<file path="src/rtl/mnor_ram.sv">
module mnor_ram #(
   parameter int WIDTH = 9,
   parameter int DEPTH = 16,
   localparam int AddrBits = (DEPTH > 1) ? $clog2(DEPTH) : 1
) (
   input  logic                clock,
   input  logic                wr_en,
   input  logic [AddrBits-1:0] wr_addr,
   input  logic [WIDTH-1:0]    wr_data,
   input  logic                rd_en,
   input  logic [AddrBits-1:0] rd_addr,
   output logic [WIDTH-1:0]    rd_data
);

   logic [WIDTH-1:0] mem_ff [DEPTH];
   logic [WIDTH-1:0] rd_data_ff;

   always_ff @(posedge clock) begin
      if (wr_en) begin
         mem_ff[wr_addr] <= wr_data;
      end
      if (rd_en) begin
         rd_data_ff <= mem_ff[rd_addr];
      end
   end

   assign rd_data = rd_data_ff;

endmodule

</file>
<file path="config.mk">
export PLATFORM = sky130hd
export DESIGN_NAME = mnor_ram
export DESIGN_NICKNAME = d
export VERILOG_FILES = /design/src/rtl/mnor_ram.sv
export SDC_FILE = /design/constraint.sdc
export NUM_CORES = 1
export LEC_CHECK = 0
export ABC_AREA = 1
export ABC_CLOCK_PERIOD_IN_PS = 1700
export BUFFER_PORTS_ARGS = -buffer_cell sky130_fd_sc_hd__buf_2
export CAP_MARGIN = 20
export CORE_ASPECT_RATIO = 0.6
export CORE_MARGIN = 1
export CORE_UTILIZATION = 40
export CTS_CLUSTER_DIAMETER = 100
export CTS_CLUSTER_SIZE = 16
export DETAILED_ROUTE_END_ITERATION = 6
export SYNTH_ARGS = -nofsm -noshare
export SYNTH_HDL_FRONTEND = slang
export SYNTH_SLANG_ARGS = --single-unit
export TNS_END_PERCENT = 1
</file>
<file path="constraint.sdc">
create_clock -name clock -period 1.7 [get_ports clock]
set_clock_uncertainty 0.05 [all_clocks]
set_input_delay 0.255 -clock clock [delete_from_list [all_inputs] [get_ports clock]]
set_output_delay 0.255 -clock clock [all_outputs]
set_load 0.05 [all_outputs]
</file>
======== Word level (Yosys, flattened, before mapping) ========
Memories as Yosys holds them, arrays and structs flattened. A register that Yosys moved wholly into a read port is not among the register bits.
Index checks and enable logic that the tools add are counted.
W data, S select, Z words.
cells by class
  multiplexer cells ....................... 2
operators by type and width
  kind     count
  $mux W1  2
storage, ports and cells
  register bits ........................... 0
  bits in writable memories ............... 144
  input bits .............................. 20
  output and inout bits ................... 9
  logic and storage cells ................. 3
  memories ................................ 1
memory list
  name    words  width  rd ports  clocked after memory_dff  wr ports  line  RTL
  mem_ff  16     9      1         1                         1         15    logic [WIDTH-1:0] mem_ff [DEPTH];

======== Longest topological paths before layout ========
Gate-level depths: netlist of the first run.
  depth after elaboration ................. 2
  gate-level depth with buffers ........... 9
  gate-level depth less buffers ........... 7

======== Worst setup path after synthesis of the first run ========
OpenSTA, ideal clock, no wires.
  path type ............................... input -> register
  start ................................... input port wr_addr[2]
  end ..................................... memory mem_ff[10][0] (enable)
  library setup time ...................... 0.374 ns
  arrival ................................. 0.877 ns
  slack ................................... 0.399 ns
  stages on the path ...................... 2
  path buffers ............................ 0
  path through ............................ nand3b_1 nor2_1
RTL lines
  what         line  RTL
  from (decl)  8     input logic [AddrBits-1:0] wr_addr,
  to (decl)    15
No word-level cell before the write port.

======== Worst setup path in the final report of the first run ========
  start ................................... register rd_data_ff[0] (netlist: rd_data[0]), read port of mem_ff
  end ..................................... output port rd_data[0]
RTL lines
  what         line  RTL
  from (decl)  16    logic [WIDTH-1:0] rd_data_ff;
  to (decl)    12    output logic [WIDTH-1:0] rd_data
No word-level cell between the ends.

==> summary.md, run 1 <==
| Metric | Value |
|---|---|
| Slowest CP cell | edfxtp_1 |
| Total CTS buffers | 17 |
| Clock Tree Buf Depth | 2 |
| Area grow syn2layout | 15.87% |
| Starting Density | 41.93% |
| Leakage Power | 3.276 nW |
| Syn Nets | 635 |
| Share of cells above drive strength 1 | 13.42% |
| Clk root buf | clkbuf_16 |
| Sequential share of the synthesized area | 69.69% |
| Yosys synthesis warning count | 0 |
| Most common cell after layout, fill and taps aside | nand2_1 |
| Final Max Slew Viols | 0 |
| H-tree depth | 4 |
| Post-Syn Area | 6593 um^2 |
| Syn avg cell area | 10.72 um^2 |
| Startpoint class of the critical path | flip-flop |
| Fillers | 1411 |
| Worst rel slew slack | 68.64% |
| Period utilisation layout | 88.35% |
| Die width | 167.7 um |
| Die ar. | 17020 um^2 |
| Routed met2 length | 6775 um |
| Postcts setup bufs | 0 |
| Via count | 4400 |
| Buf/Inv on CP | 1 |
| CORE AREA | 15720 um^2 |
| Power density cells | 1137 nW/um^2 |
| Top delay family on crit path | flip-flops |
| Routed Wire Length | 16160 um |
| Via density | 4.994 |
| Largest net degree at the start of global routing | 37 |
| Status | finished, final reports clean |
| TritonRoute pass-1 iters | 7 |
| Number of global-route vias before repair | 4214 |
| DRC Markers | 0 |
| Register area | 4594 um^2 |
| Clock slew at reported path FFs | 70 ps |
| Most frequent cells in the layout | 194 x nand2_1, 153 x edfxtp_1, 110 x inv_1 |
| Post-CTS Resized | 0 |
| Highest Signal Layer | met4 |
| Max-cap viol count | 0 |
| Final hold vios | 0 |
| Final non-filler cell total | 881 |
| Peak Freq | 665.8 MHz |
| DRT iter0 DRCs | 444 |
| Slowest cell delay on critical path | 460 ps |
| CP required | 1390 ps |
| Chip height | 101.4 um |
| Number of synthesized register bits | 153 |
| WL per Instance | 18.35 um |
| Post-layout min period | 1502 ps |
| DP Cell Count | 849 |
| DRT met1 WL | 7777 um |
| Worst VDD drop | 0.6700 mV |
| I/O pin total | 29 |
| Met3 WL | 1333 um |
| Critical Path AT | 1200 ps |
| Final setup vio count | 0 |
| Hold buffers post-CTS | 0 |
| Diode count | 0 |
| Slew @ Worst Pin | 470.4 ps |
| First-pass GRT wire length | 24630 um |
| Cell Chain, Critical Path | buf_2 |
| Area of the multi-input gates | 1353 um^2 |
| Global route total overflow | 0 |
| Antenna-violating nets left | 0 |
| Worst skew pair latency | 420 ps |
| CTS tree | built |
| CP Capture Type | primary output |
| Cell count after synthesis | 615 |
| Tot GR Track Use | 20.38% |
| Dpl hpwl | 10380 um |
| Std-Cell Rows | 35 |
| I/O Buffers | 28 |
| Clock sinks | 153 |
| Setup TNS Final | 0 ps |
| Critical Path Fanout Max | 1 |
| Unique masters post-synth | 13 |
| RSZ-0062 raised after global routing | no |
| Total Nets Final | 685 |
| GPL Wtd Cong | 0.9278 |
| Worst hold path class | primary input to flip-flop |
| Crit Path Class | flip-flop to primary output |
| Antenna violations before repair | 0 |
==> power by group <==
group,switching [mW],internal [mW],leakage (nW)
Combinational,0.438,0.161,1.61
Clock,1.61,2.20,0.276
Sequential,0.0370,4.25,1.39
==> path summary, 6_finish.rpt <==
check,from,end,slack (ps),cells past startpoint
hold reg to reg,mem_ff[2][8]$_DFFE_PP_,rd_data[8]$_DFFE_PP_,710,6
hold / removal,rd_en,rd_data[2]$_DFFE_PP_,180,1
setup / recovery,rd_data[0]$_DFFE_PP_,rd_data[0],200,1
setup reg to reg,mem_ff[1][5]$_DFFE_PP_,rd_data[5]$_DFFE_PP_,470,6
==> area by class of cell <==
cell class	count	share of cell area [%]
Clock buffer	18	5.618
Clock inverter	14	2.129
Inverter	114	5.733
Multi-Input combinational cell	322	17.71
Sequential cell	153	60.15
Tap cell	203	3.325
Timing Repair Buffer	57	5.340
==> per-stage QoR <==
step	total power, mW	util (%)	instance area, um^2	setup WS (ps)	hold slack (ps)
floorplan	4.719	-	6593	398.8	303.9
global placement	4.948	44.82	7047	32.93	601.2
detailed placement	4.962	44.82	7047	32.56	601.9
CTS	8.723	48.59	7639	221.2	163.3
global route	8.936	48.59	7639	200.0	166.4
finish	8.686	48.59	7639	198.1	182.1
==> kinds of logic (layout without fill, tap and decap cells) <==
family	after synthesis	in the layout	synth area share [%]
buffers and inverters	140	203	9.793
flip-flops	153	153	69.69
AND/OR/NAND/NOR	322	322	20.52
==> worst register-to-register path, cell delays in order (launching register included) <==
cell      delay [ps]
edfxtp_1         350
inv_1             50
nand2_1           40
nand3_1          110
nand3_1          160
nand3_1          130
nand2_1           60
==> cell usage after synthesis, drive strengths merged <==
cell / n / share of area (%)
buf: 26 / 3.2
clkinv: 1 / 0.057
edfxtp: 153 / 70
inv: 113 / 6.6
nand2: 194 / 11
nand3: 109 / 8.3
nand3b: 2 / 0.23
nor2: 17 / 0.97
==> routing by layer <==
metal  track usage, %  up-vias
met1            30.12     2111
met5                0        -
met3            4.533       22
li1                 -     2091
met2            29.33      176
met4            7.763        0
==> flip-flops by register name (all words and copies together), names as in the netlist <==
name	flops
mem_ff	144
rd_data	9
Note: power is estimated with default switching activity, not from simulation.
==> inputs of run 2 (changes only) <==
--- a/config.mk
+++ b/config.mk
@@ -7,7 +7,6 @@
 export LEC_CHECK = 0
 export ABC_AREA = 1
 export ABC_CLOCK_PERIOD_IN_PS = 1700
-export BUFFER_PORTS_ARGS = -buffer_cell sky130_fd_sc_hd__buf_2
 export CAP_MARGIN = 20
 export CORE_ASPECT_RATIO = 0.6
 export CORE_MARGIN = 1
@@ -15,6 +14,7 @@
 export CTS_CLUSTER_DIAMETER = 100
 export CTS_CLUSTER_SIZE = 16
 export DETAILED_ROUTE_END_ITERATION = 6
+export DONT_BUFFER_PORTS = 1
 export SYNTH_ARGS = -nofsm -noshare
 export SYNTH_HDL_FRONTEND = slang
 export SYNTH_SLANG_ARGS = --single-unit
==> summary.md, run 2 (synthesized netlist as in run 1, its figures left out) <==
| Metric | Value |
|---|---|
| Most common cell after layout, fill and taps aside | nand2_1 |
| I/O Buffers | 0 (-100%) |
| Top reg by flops | mem_ff |
| Worst skew pair latency | 410 ps (about the same) |
| Critical Path AT | 1100 ps (-100 ps) |
| Most frequent cells in the layout | 194 x nand2_1, 153 x edfxtp_1, 110 x inv_1 |
| Status | finished, final reports clean |
| Die width | 167.7 um (unchanged) |
| Tot GR Track Use | 19.78% (-0.60 points) |
| Via density | 5.133 (+2.8%) |
| Post-DP Area | 6817 um^2 (-3.3%) |
| Critical Path Fanout Max | 1 (unchanged) |
| Std-Cell Rows | 35 (unchanged) |
| Total Nets Final | 660 (-3.6%) |
| Worst hold path startpoint | rd_addr[3] |
| WHS Endpoint | rd_data[2]$_DFFE_PP_ |
| Chip height | 101.4 um (unchanged) |
| Max reg flops | 144 (unchanged) |
| Fillers | 1409 (-0.14%) |
| Number of global-route vias before repair | 4157 (-1.4%) |
| Worst hold path class | primary input to flip-flop |
| Worst VDD drop | 0.6445 mV (-3.8%) |
| Share of cells above drive strength 1 | 8.423% (-5.0 points) |
| H-tree depth | 4 (unchanged) |
| Final hold vios | 0 (unchanged) |
| Pre-CTS setup slack | 213.2 ps (+180.6 ps) |
| Slew @ Worst Pin | 849.9 ps (+379.4 ps) |
| Final non-filler cell total | 856 (-2.8%) |
| Clk root buf | clkbuf_16 |
| I/O pin total | 29 (unchanged) |
| Worst rel slew slack | 43.16% (-25 points) |
| RSZ-0062 raised after global routing | no |
| Clock Tree Buf Depth | 2 (unchanged) |
| CTS tree | built |
| Dpl hpwl | 9986 um (-3.8%) |
| Core Util, Final | 47.61% (-0.98 points) |
| Smallest hold slack | 14.60 ps (-167.5 ps) |
| Setup TNS Final | 0 ps (unchanged) |
| Global route total overflow | 0 (unchanged) |
| Crit Path Class | flip-flop to primary output |
| RR Startpoint | mem_ff[5][6]$_DFFE_PP_ |
| Largest net degree at the start of global routing | 74 (+100%) |
| First-pass GRT wire length | 24160 um (-1.9%) |
| Diode count | 0 (unchanged) |
| Final Cell Area | 7485 um^2 (-2.0%) |
| TritonRoute pass-1 iters | 7 (unchanged) |
| Total CTS buffers | 17 (unchanged) |
| Antenna-violating nets left | 0 (unchanged) |
| Postcts setup bufs | 0 (unchanged) |
| Die ar. | 17020 um^2 (unchanged) |
| Final setup vio count | 0 (unchanged) |
| GPL Wtd Cong | 0.8821 (-4.9%) |
| Post-CTS Resized | 0 (unchanged) |
| Hold buffers post-CTS | 10 (+10) |
| Period utilisation layout | 82.67% (-5.7 points) |
| DRT iter0 DRCs | 521 (+17%) |
| Critical R2R Capture | rd_data[6]$_DFFE_PP_ |
| Clock slew at reported path FFs | 60 ps (about the same) |
| Max-cap viol count | 0 (unchanged) |
| Via count | 4394 (-0.14%) |
| Power density cells | 1122 nW/um^2 (-1.3%) |
| Startpoint class of the critical path | flip-flop |
| Post-layout min period | 1405 ps (-96.54 ps) |
| Peak Freq | 711.6 MHz (+6.9%) |
| CP required | 1390 ps (about the same) |
| WL per Instance | 18.51 um (+0.91%) |
| Overall power | 8.397 mW (-3.3%) |
| CORE AREA | 15720 um^2 (unchanged) |
| Flop2flop setup slack | 380 ps (-90 ps) |
| Area grow syn2layout | 13.53% |
| DP Cell Count | 814 (-4.1%) |
| DRC Markers | 0 (unchanged) |
| Worst r2r path cells | 6 (unchanged) |
| Clock sinks | 153 (unchanged) |
| CP Capture Type | primary output |
| Final Worst Setup Slack | 294.6 ps (+96.54 ps) |
| Leakage Power | 3.149 nW (-3.9%) |
| Routed Wire Length | 15850 um (-2.0%) |
| Antenna violations before repair | 1 (+1) |
| Starting Density | 41.93% (unchanged) |
| Final Max Slew Viols | 0 (unchanged) |
| WHS Path Cells | 2 (+1) |
-- run 2: cell types whose count changed in the layout (fill, tap and decap cells not counted), sizes merged --
cell	change
buf	-35
dlygate4sd3	+10
bufinv	-1
clkinv	+1
inv	+1
clkbuf	-1
-- run 2: how the worst max path moves through the flow --
stage | endpoint | start | depth (start not counted) | slack [ps]
final | rd_data[3] | rd_data[3]$_DFFE_PP_ | 0 | 290
after global routing | rd_data[6]$_DFFE_PP_ | mem_ff[5][6]$_DFFE_PP_ | 6 | 280
after CTS | rd_data[3] | rd_data[3]$_DFFE_PP_ | 0 | 300
after detailed placement | rd_data[8]$_DFFE_PP_ | rd_addr[0] | 7 | 210
after global placement | rd_data[8]$_DFFE_PP_ | rd_addr[0] | 7 | 240
after floorplan | mem_ff[10][0]$_DFFE_PP_ | wr_addr[2] | 2 | 400
-- run 2: final cells by class --
cell class	count	area [um^2]	area share, %
sequential	153	4594	61.38
multi-input combinational	322	1353	18.07
inverter	114	437.9	5.851
clock buffer	17	425.4	5.684
timing repair buffer	32	277.8	3.711
tap	203	254.0	3.394
clock inverter	15	142.6	1.906
-- run 2: power breakdown --
part           total, mW  leakage (nW)  switching (mW)  internal (mW)
combinational      0.444          1.49           0.313          0.131
clock               3.61         0.266            1.57           2.05
sequential          4.34          1.39          0.0899           4.25
total               8.40          3.15            1.97           6.43
-- run 2: routing by layer --
metal | track usage, % | wire [um] | vias up
li1 | - | - | 2044
met1 | 29.63 | 7476 | 2132
met2 | 28.62 | 6754 | 197
met3 | 4.650 | 1444 | 21
met4 | 5.646 | 171 | 0
met5 | 0 | 0 | -
